===== config.mk =====
export PLATFORM = sky130hd
export DESIGN_NAME = vrra_front
export DESIGN_NICKNAME = d
export VERILOG_FILES = /design/src/hdl/vrra_pkg.sv /design/src/hdl/vrra_front.sv
export SDC_FILE = /design/constraint.sdc
export NUM_CORES = 1
export LEC_CHECK = 0
export BUFFER_PORTS_ARGS = -buffer_cell sky130_fd_sc_hd__buf_2
export CAP_MARGIN = 5
export CORE_MARGIN = 1
export CORE_UTILIZATION = 60
export CTS_BUF_LIST = sky130_fd_sc_hd__clkbuf_2
export CTS_CLUSTER_SIZE = 14
export DETAILED_ROUTE_END_ITERATION = 7
export PLACE_DENSITY = 0.86
export SYNTH_ARGS = -nofsm -noshare
export SYNTH_HDL_FRONTEND = slang
export SYNTH_SLANG_ARGS = --single-unit

===== constraint.sdc =====
create_clock -name clk -period 5.2 [get_ports clk]
set_input_delay 1.56 -clock clk [delete_from_list [all_inputs] [get_ports clk]]
set_output_delay 1.56 -clock clk [all_outputs]
set_load 0.005 [all_outputs]

===== src/hdl/vrra_pkg.sv =====
package vrra_pkg;

	localparam int BUF_BYTES_DEF = 4096;
	localparam int CFG_RST       = 4096;
	localparam int TAG_BYTES     = 4;

	localparam logic [1:0] REQ_ALLOC = 2'd0;
	localparam logic [1:0] REQ_PEEK  = 2'd1;
	localparam logic [1:0] REQ_POP   = 2'd2;

	localparam logic [1:0] ST_OK       = 2'd0;
	localparam logic [1:0] ST_NO_SPACE = 2'd1;
	localparam logic [1:0] ST_EMPTY    = 2'd2;

	typedef enum logic [1:0] {
		OP_ALLOC,
		OP_PEEK,
		OP_POP,
		OP_NOP
	} op_t;

	typedef struct packed {
		op_t         op;
		logic [11:0] len;
		logic [12:0] rec_bytes;
	} entry_t;

	// tag plus payload, rounded up to whole words
	function automatic logic [12:0] record_bytes(input logic [11:0] len);
		logic [13:0] s;
		begin
			s = 14'(len) + 14'(TAG_BYTES + 3);
			return {s[12:2], 2'b00};
		end
	endfunction

endpackage


===== src/hdl/vrra_front.sv =====
module vrra_front (
	input  logic             clk,
	input  logic             arst_n,
	input  logic             in_valid,
	output logic             in_stall,
	input  logic [1:0]       req_type,
	input  logic [11:0]      alloc_len,
	output logic             q_valid,
	output vrra_pkg::entry_t q_entry,
	input  logic             q_pop
);

	vrra_pkg::entry_t fifo_q [2];
	logic             wr_ptr_q;
	logic             rd_ptr_q;
	logic [1:0]       count_q;
	vrra_pkg::entry_t new_entry;
	logic             push;

	always_comb begin
		new_entry.len       = alloc_len;
		new_entry.rec_bytes = vrra_pkg::record_bytes(alloc_len);
		unique case (req_type)
			vrra_pkg::REQ_ALLOC: new_entry.op = vrra_pkg::OP_ALLOC;
			vrra_pkg::REQ_PEEK:  new_entry.op = vrra_pkg::OP_PEEK;
			vrra_pkg::REQ_POP:   new_entry.op = vrra_pkg::OP_POP;
			default:             new_entry.op = vrra_pkg::OP_NOP;
		endcase
	end

	assign in_stall = count_q[1];
	assign push     = in_valid && !in_stall;
	assign q_valid  = count_q != 2'd0;
	assign q_entry  = fifo_q[rd_ptr_q];

	always_ff @(posedge clk) begin
		if (push) begin
			fifo_q[wr_ptr_q] <= new_entry;
		end
	end

	always_ff @(posedge clk or negedge arst_n) begin
		if (!arst_n) begin
			wr_ptr_q <= 1'b0;
			rd_ptr_q <= 1'b0;
			count_q  <= 2'd0;
		end else begin
			if (push) begin
				wr_ptr_q <= !wr_ptr_q;
			end
			if (q_pop) begin
				rd_ptr_q <= !rd_ptr_q;
			end
			if (push && !q_pop) begin
				count_q <= count_q + 2'd1;
			end else if (q_pop && !push) begin
				count_q <= count_q - 2'd1;
			end
		end
	end

endmodule


Word-level counts from Yosys, hierarchy flattened
Memories as Yosys holds them, arrays and structs flattened.
Index checks and enable logic that the tools add are counted.
Word-level totals
  RAM bits: 50
  memories: 1
  register bits: 4
  logic and storage cells: 25
Memory list
  fifo_q: words 2, width 25, rd ports 1, clocked after memory_dff 0, write ports 1, line vrra_front.sv:13  | vrra_pkg::entry_t fifo_q [2];
Cells by class
  add/sub/neg operators: 3
  reductions and logical operators: 11
  eq/ne operators: 2
  muxes and demuxes: 5
Operators by type and width (number)
  $add 12x3->13 const B: 1
  $pmux 2 s3: 1
  $logic_not 1->1: 5
  $mux 2: 2
  $reduce_bool 2->1: 2
  $logic_and 1x1->1: 3
  $add 2x1->2 const B: 1
  $eq 2x1->1 const B: 1
  $eq 2x2->1 const B: 1
  $logic_not 2->1: 1
  $mux 1: 2
  $sub 2x1->2 const B: 1

Depth between registers and ports, before layout
Gate-level depths: netlist of the first run.
  depth after elaboration: 6
  mapped depth: 6
  gate-level depth less buffers: 6

Worst setup path before layout of the first run
OpenSTA, ideal clock, no wires.
  kind: in2reg
  start: input port in_valid
  end: memory fifo_q[0][0] (netlist bit), enable pin
  path slack: 2067 ps
  required time: 4793 ps
  stages: 2
  data arrival time: 2726 ps
  library setup time: 407 ps
  cell sequence: nand2b_1 -> nor2_1
Between the ends
  longest elaborated chain between the ends: 3
RTL lines
  from (decl): line vrra_front.sv:4  | input logic in_valid,
  $logic_and 1x1->1: line vrra_front.sv:32  | assign push = in_valid && !in_stall;
  $mux 1: line vrra_front.sv:37  | if (push) begin
  $mux 1 (not written as such): line vrra_front.sv:38  | fifo_q[wr_ptr_q] <= new_entry;
  to (decl): line vrra_front.sv:13
Every way passes these cells.

==> run metrics, run 1 <==
Worst setup SP type flip-flop; Placer Congestion 0.820; placed wire-length estimate 2180 µm; clock latency on the worst-skew pair 420 ps; Max Clock Freq 0.276 GHz; Final #Nets 193; Ys Warns 0; first-pass GRT wire length 5450 µm; CP delay by family, top flip-flops; worst slack, placed 2060 ps; Inserted Clock Buffers 5; Final setup viols 0; status completed; Hold Violations, Final 0; drt wl/cell 14.7 µm; slowest cell on the critical path dfrtp_1; Hold Buf Count CTS 0; largest cells by area after synthesis edfxtp_1 68%, mux2_2 13%, dfrtp_1 4.5%; R2R Path End fifo_q[1][0]; Final Max Slew Viols 0; WP data required 3640 ps; crit share post-route 69.6%; Setup crit end q_entry[9]; DR iter-0 viols 23; Multi-input gate area 563 µm²; CTS clk-pin slew, worst paths 210 ps; worst path arrival time 2060 ps; setup tns final 0 ps; register area share after synthesis 72.3%; worst path cell trace mux2_2 > buf_2; Post-synth EDFFs 50; core area 0.00344 mm²; critical path class flip-flop to primary output; Yosys top cell by area edfxtp_1; reg2reg start count_q[1]; clock tree buffer depth 2; root buffer cell clkbuf_2; Total GRT Usage 18.9%; crit path capture type primary output; slew of the pin with the lowest slew margin 1130 ps; die width 62.8 µm; crit-path max FO 26; Synth Register Bits 54; PD cells 440 mW/mm²; WP buf/inv 1; std cell rows 21; Storage cell area 0.00160 mm²; max-cap violations 0; largest net degree at the start of global routing 27; Max H-tree Level 2; Primary FF master, synth edfxtp_1; fin area 0.00251 mm²; FFs w/ async S/R, synth 7.41%; hold depth 1; CTS sink cnt 54; Cell Area, Synth 0.00221 mm²; Cell Int Power 0.788 mW; filler cell count 251; antenna viol nets, final 0; Synth top cells by count 50 x edfxtp_1, 25 x mux2_2, 8 x xor2_1; Clk pwr share 13.5%; vias per cell 5.22; final setup margin 1580 ps; RSZ-0062 raised after global routing false; worst relative slew slack 24.8%; reg-to-reg slack, setup 3230 ps; area growth from synthesis to layout 13.2%; vias 1148; Die Ht 62.8 µm; Syn Area/Cell 17.3 µm²; post-CTS sizing 0; net load switching power 0.315 mW; most common cell in the netlist edfxtp_1; Synth cell types 24; Core Util, Final 72.8%; reg2reg path depth 3; hold crit path type flip-flop to flip-flop; Critical Path Source rd_ptr_q; CTS tree done; Initial Util 64.3%; final clock skew 17.4 ps; Routed WL 3240 µm; cells after synthesis 128; vias in the first global route 1187; n_diodes 0; leakage 0.944 nW; Net Sw Frac 28.6%; crit path time final 3620 ps; I/O pins 47; area share of the largest cell type after synthesis 67.8%; remaining global-route overflow 0; die area 0.00394 mm²; IO Port Bufs 44; WP depth 2; dpl cell area 0.00247 mm²; Max stage delay on crit path 1090 ps; Comb power frac 28.3%; initial antenna violation count 0; register share of total power 58.1%; Setup Buffers After CTS 0; fraction of layout cells with a size suffix above 1 47.7%; Remaining DRCs 0; Max VDD drop 0.000241 V; Initial DRT Pass Iterations 4
==> final cells by class <==
type                            count  area share, %
Clock buffer                        6           1.20
Clock inverter                      1          0.300
Inverter                            5          0.749
Multi-Input combinational cell     63           22.5
Sequential cell                    54           63.9
Tap cell                           46           2.30
Timing Repair Buffer               45           9.09
==> worst min path at each step <==
stage                       endpoint        from  slack [ps]
after global placement    count_q[1]  count_q[1]         480
after CTS                 count_q[1]  count_q[1]         520
after global routing      count_q[1]  count_q[1]         540
after floorplan             wr_ptr_q    wr_ptr_q         460
after detailed placement  count_q[1]  count_q[1]         490
final                     count_q[1]  count_q[1]         520
==> kinds of logic (layout without fill, tap and decap cells) <==
| logic type | after synthesis | count (layout) | synth area share, % |
|---|---|---|---|
| multiplexers | 25 | 25 | 12.7 |
| adder cells (fa/ha/maj) | 1 | 1 | 0.565 |
| AO/OA/AOI/OAI | 2 | 2 | 1.19 |
| other | 1 | 2 | 0.169 |
| AND/OR/NAND/NOR | 19 | 19 | 4.97 |
| XOR/XNOR | 14 | 14 | 5.54 |
| flip-flops | 54 | 54 | 72.3 |
| buffers and inverters | 12 | 57 | 2.54 |
==> layer usage <==
metal  global-route usage [%]  vias to the layer above  share of wire [%]
met2                     33.8                       33                 52
met1                     20.5                      558                 41
met5                        0                        -                  0
met4                     9.01                        0                2.3
met3                     5.29                       10                4.2
li1                         -                      547                  -
==> power by group through the flow <==
| stage | clock network, mW | registers [mW] | logic [mW] |
|---|---|---|---|
| after global routing | 0.167 | 0.655 | 0.344 |
| after floorplan | 0 | 0.608 | 0.229 |
| final | 0.149 | 0.642 | 0.313 |
| after detailed placement | 0 | 0.653 | 0.315 |
| after CTS | 0.153 | 0.643 | 0.318 |
| after global placement | 0 | 0.648 | 0.308 |
==> cells in the final DEF (no fill, tap or decap) <==
master / count
mux2_2: 25
nor2_2: 1
conb_1: 2
or2_2: 1
nor2_1: 4
nand2_1: 2
inv_1: 5
nand3_2: 1
and2_1: 1
nor4_2: 1
buf_2: 44
xnor2_1: 6
nor3_1: 3
clkbuf_2: 6
nand2b_1: 2
ha_1: 1
nand3_1: 1
nor3_2: 1
edfxtp_1: 50
buf_4: 1
xor2_1: 8
o31ai_4: 1
clkinvlp_4: 1
o21ai_0: 1
and3_1: 1
dfrtp_1: 4
==> metrics by stage <==
| stage | total power [mW] | instances | hold slack [ps] |
|---|---|---|---|
| after floorplan | 0.837 | 129 | 460 |
| after global placement | 0.956 | 213 | 480 |
| after detailed placement | 0.968 | 213 | 487 |
| after CTS | 1.11 | 220 | 516 |
| after global routing | 1.17 | 220 | 542 |
| final | 1.10 | 220 | 516 |
==> flip-flops by register name, summed over array words and instances, names as in the netlist <==
register  flops
fifo_q       50
rd_ptr_q      1
count_q       2
wr_ptr_q      1
==> worst register-to-register path, stage by stage, from the launching register on <==
cell and delay [ps]:
dfrtp_1 450, nand2b_1 210, inv_1 90, and2_1 880
Note: power is estimated with default switching activity, not from simulation.
==> run 2: changes to the inputs <==
--- a/config.mk
+++ b/config.mk
@@ -8,11 +8,11 @@
 export BUFFER_PORTS_ARGS = -buffer_cell sky130_fd_sc_hd__buf_2
 export CAP_MARGIN = 5
 export CORE_MARGIN = 1
-export CORE_UTILIZATION = 60
+export CORE_UTILIZATION = 56
 export CTS_BUF_LIST = sky130_fd_sc_hd__clkbuf_2
 export CTS_CLUSTER_SIZE = 14
 export DETAILED_ROUTE_END_ITERATION = 7
-export PLACE_DENSITY = 0.86
+export PLACE_DENSITY = 0.81
 export SYNTH_ARGS = -nofsm -noshare
 export SYNTH_HDL_FRONTEND = slang
 export SYNTH_SLANG_ARGS = --single-unit
==> constraint.sdc (replaced) <==
create_clock -name clk -period 3.75 [get_ports clk]
set_input_delay 1.125 -clock clk [delete_from_list [all_inputs] [get_ports clk]]
set_output_delay 1.125 -clock clk [all_outputs]
set_load 0.005 [all_outputs]
==> run 2 against run 1 <==
Against the previous run:
- largest power group unchanged
- utilization is 4.9 points lower
- register-to-register slack got worse by 1300 ps
- flip-flop and latch count stayed put
- design area increased by 0.75%
- sequential power up 34%
- highest routed layer unchanged
- sequential share of layout area down 0.48 points
- first-iteration DRC count rose to 3.3 times the previous value
- combinational power up 49%
- die area up 6.9%
- final cell count increased by 2.3%
==> run metrics, run 2 (synthesis results as in run 1) <==
WP data required 2620 ps (was 3640 ps); Remaining DRCs 0 (unchanged); Max stage delay on crit path 700 ps (was 1090 ps); worst path cell trace buf_4 > mux2_2 > buf_2 (was mux2_2 > buf_2); root buffer cell clkbuf_2 (unchanged); vias 1159 (was 1148); WP buf/inv 2 (was 1); initial antenna violation count 0 (unchanged); Worst setup SP type flip-flop (unchanged); placed wire-length estimate 2460 µm (was 2180 µm); clock latency on the worst-skew pair 420 ps (about the same); worst path arrival time 1930 ps (was 2060 ps); top flop regs fifo_q (50), count_q (2) (unchanged); Storage cell area 0.00160 mm² (unchanged); CP delay by family, top flip-flops (unchanged); Inserted Clock Buffers 5 (unchanged); Max VDD drop 0.000387 V (was 0.000241 V); largest net degree at the start of global routing 16 (was 27); crit path capture type primary output (unchanged); Routed WL 3390 µm (was 3240 µm); Placer Congestion 0.723 (was 0.820); die area 0.00421 mm² (was 0.00394 mm²); final setup margin 690 ps (was 1580 ps); slowest cell on the critical path dfrtp_1 (unchanged); max-cap violations 0 (unchanged); most frequent cells in the layout 50 x edfxtp_1, 44 x buf_2, 25 x mux2_2, 8 x xor2_1 (unchanged); Total GRT Usage 18.3% (was 18.9%); CTS tree done (unchanged); Initial DRT Pass Iterations 6 (was 4); die width 64.9 µm (was 62.8 µm); Multi-input gate area 563 µm² (unchanged); antenna viol nets, final 0 (unchanged); I/O pins 47 (unchanged); core area 0.00372 mm² (was 0.00344 mm²); Hold Violations, Final 0 (unchanged); IO Port Bufs 44 (unchanged); vias per cell 5.15 (was 5.22); Final setup viols 0 (unchanged); area growth from synthesis to layout 14.0% (was 13.2%); crit path time final 3060 ps; reg2reg path depth 4 (was 3); Hold Buf Count CTS 0 (unchanged); Max Clock Freq 0.327 GHz; DR iter-0 viols 76 (was 23); WP depth 3 (was 2); crit-path max FO 15 (was 26); worst slack, placed 1140 ps (was 2060 ps); post-CTS sizing 0 (unchanged); slew of the pin with the lowest slew margin 613 ps (was 1130 ps); Max H-tree Level 2 (unchanged); RSZ-0062 raised after global routing false (unchanged); n_diodes 0 (unchanged); Setup Buffers After CTS 0 (unchanged); fin area 0.00252 mm² (was 0.00251 mm²); status completed (unchanged); fraction of layout cells with a size suffix above 1 48.0% (was 47.7%); final clock skew 15.2 ps (was 17.4 ps); vias in the first global route 1194 (was 1187); clock tree buffer depth 2 (unchanged); remaining global-route overflow 0 (unchanged); worst relative slew slack 59.1% (was 24.8%); filler cell count 266 (was 251); dpl cell area 0.00249 mm² (was 0.00247 mm²); crit share post-route 81.6%; PD cells 609 mW/mm² (was 440 mW/mm²); Initial Util 59.6% (was 64.3%); critical path class flip-flop to primary output (unchanged); CTS sink cnt 54 (unchanged); setup tns final 0 ps (unchanged); Largest Register fifo_q (unchanged); Final #Nets 195 (was 193); most common cell after layout, fill and taps aside edfxtp_1 (unchanged); hold crit path type primary input to async pin (was flip-flop to flip-flop); Die Ht 64.9 µm (was 62.8 µm); CTS clk-pin slew, worst paths 220 ps (was 210 ps); leakage 0.959 nW (was 0.944 nW); Final Max Slew Viols 0 (unchanged); std cell rows 22 (was 21); max reg flops 50 (unchanged); first-pass GRT wire length 5490 µm (was 5450 µm); drt wl/cell 15.1 µm (was 14.7 µm)
## run 2: changes by cell type in the layout (fill, tap and decap cells not counted), sizes merged
cell	delta
clkinvlp	-1
clkinv	+2
buf	+2
## run 2: stage by stage
stage	hold slack (ps)	std cells	power [mW]	util, %
after CTS	444	225	1.56	67.9
final	467	225	1.54	67.9
after floorplan	460	129	1.16	-
after detailed placement	493	217	1.35	66.9
after global placement	482	217	1.34	66.9
after global routing	417	225	1.63	67.9
## run 2: final timing paths
| path | startpoint | end | slack, ps |
|---|---|---|---|
| worst max-delay path | rd_ptr_q | q_entry[5] | 690 |
| worst min-delay path | arst_n | count_q[1] | 470 |
| worst max register to register | count_q[1] | fifo_q[1][16] | 1960 |
| worst min register to register | count_q[1] | count_q[1] | 520 |
| max in group asynchronous | arst_n | rd_ptr_q | 3160 |
| min in group clk | count_q[1] | count_q[1] | 520 |
## run 2: area by class of cell
| cell class | instances | share of cell area [%] |
|---|---|---|
| Sequential cell | 54 | 63.4 |
| Tap cell | 48 | 2.38 |
| Multi-Input combinational cell | 63 | 22.3 |
| Clock buffer | 6 | 1.19 |
| Inverter | 5 | 0.743 |
| Timing Repair Buffer | 47 | 9.61 |
| Clock inverter | 2 | 0.347 |
## run 2: where the power goes
group / internal (mW) / switching [mW]
registers: 0.799 / 0.0611
logic: 0.255 / 0.212
clock network: 0.0459 / 0.163
total: 1.10 / 0.437
## run 2: routing by layer
metal,vias to the layer above,track usage (%),routed length (µm)
met5,-,0,0
met4,0,7.78,51
met3,5,5.46,195
met2,32,31.6,1760
met1,563,21.0,1380
li1,559,-,-
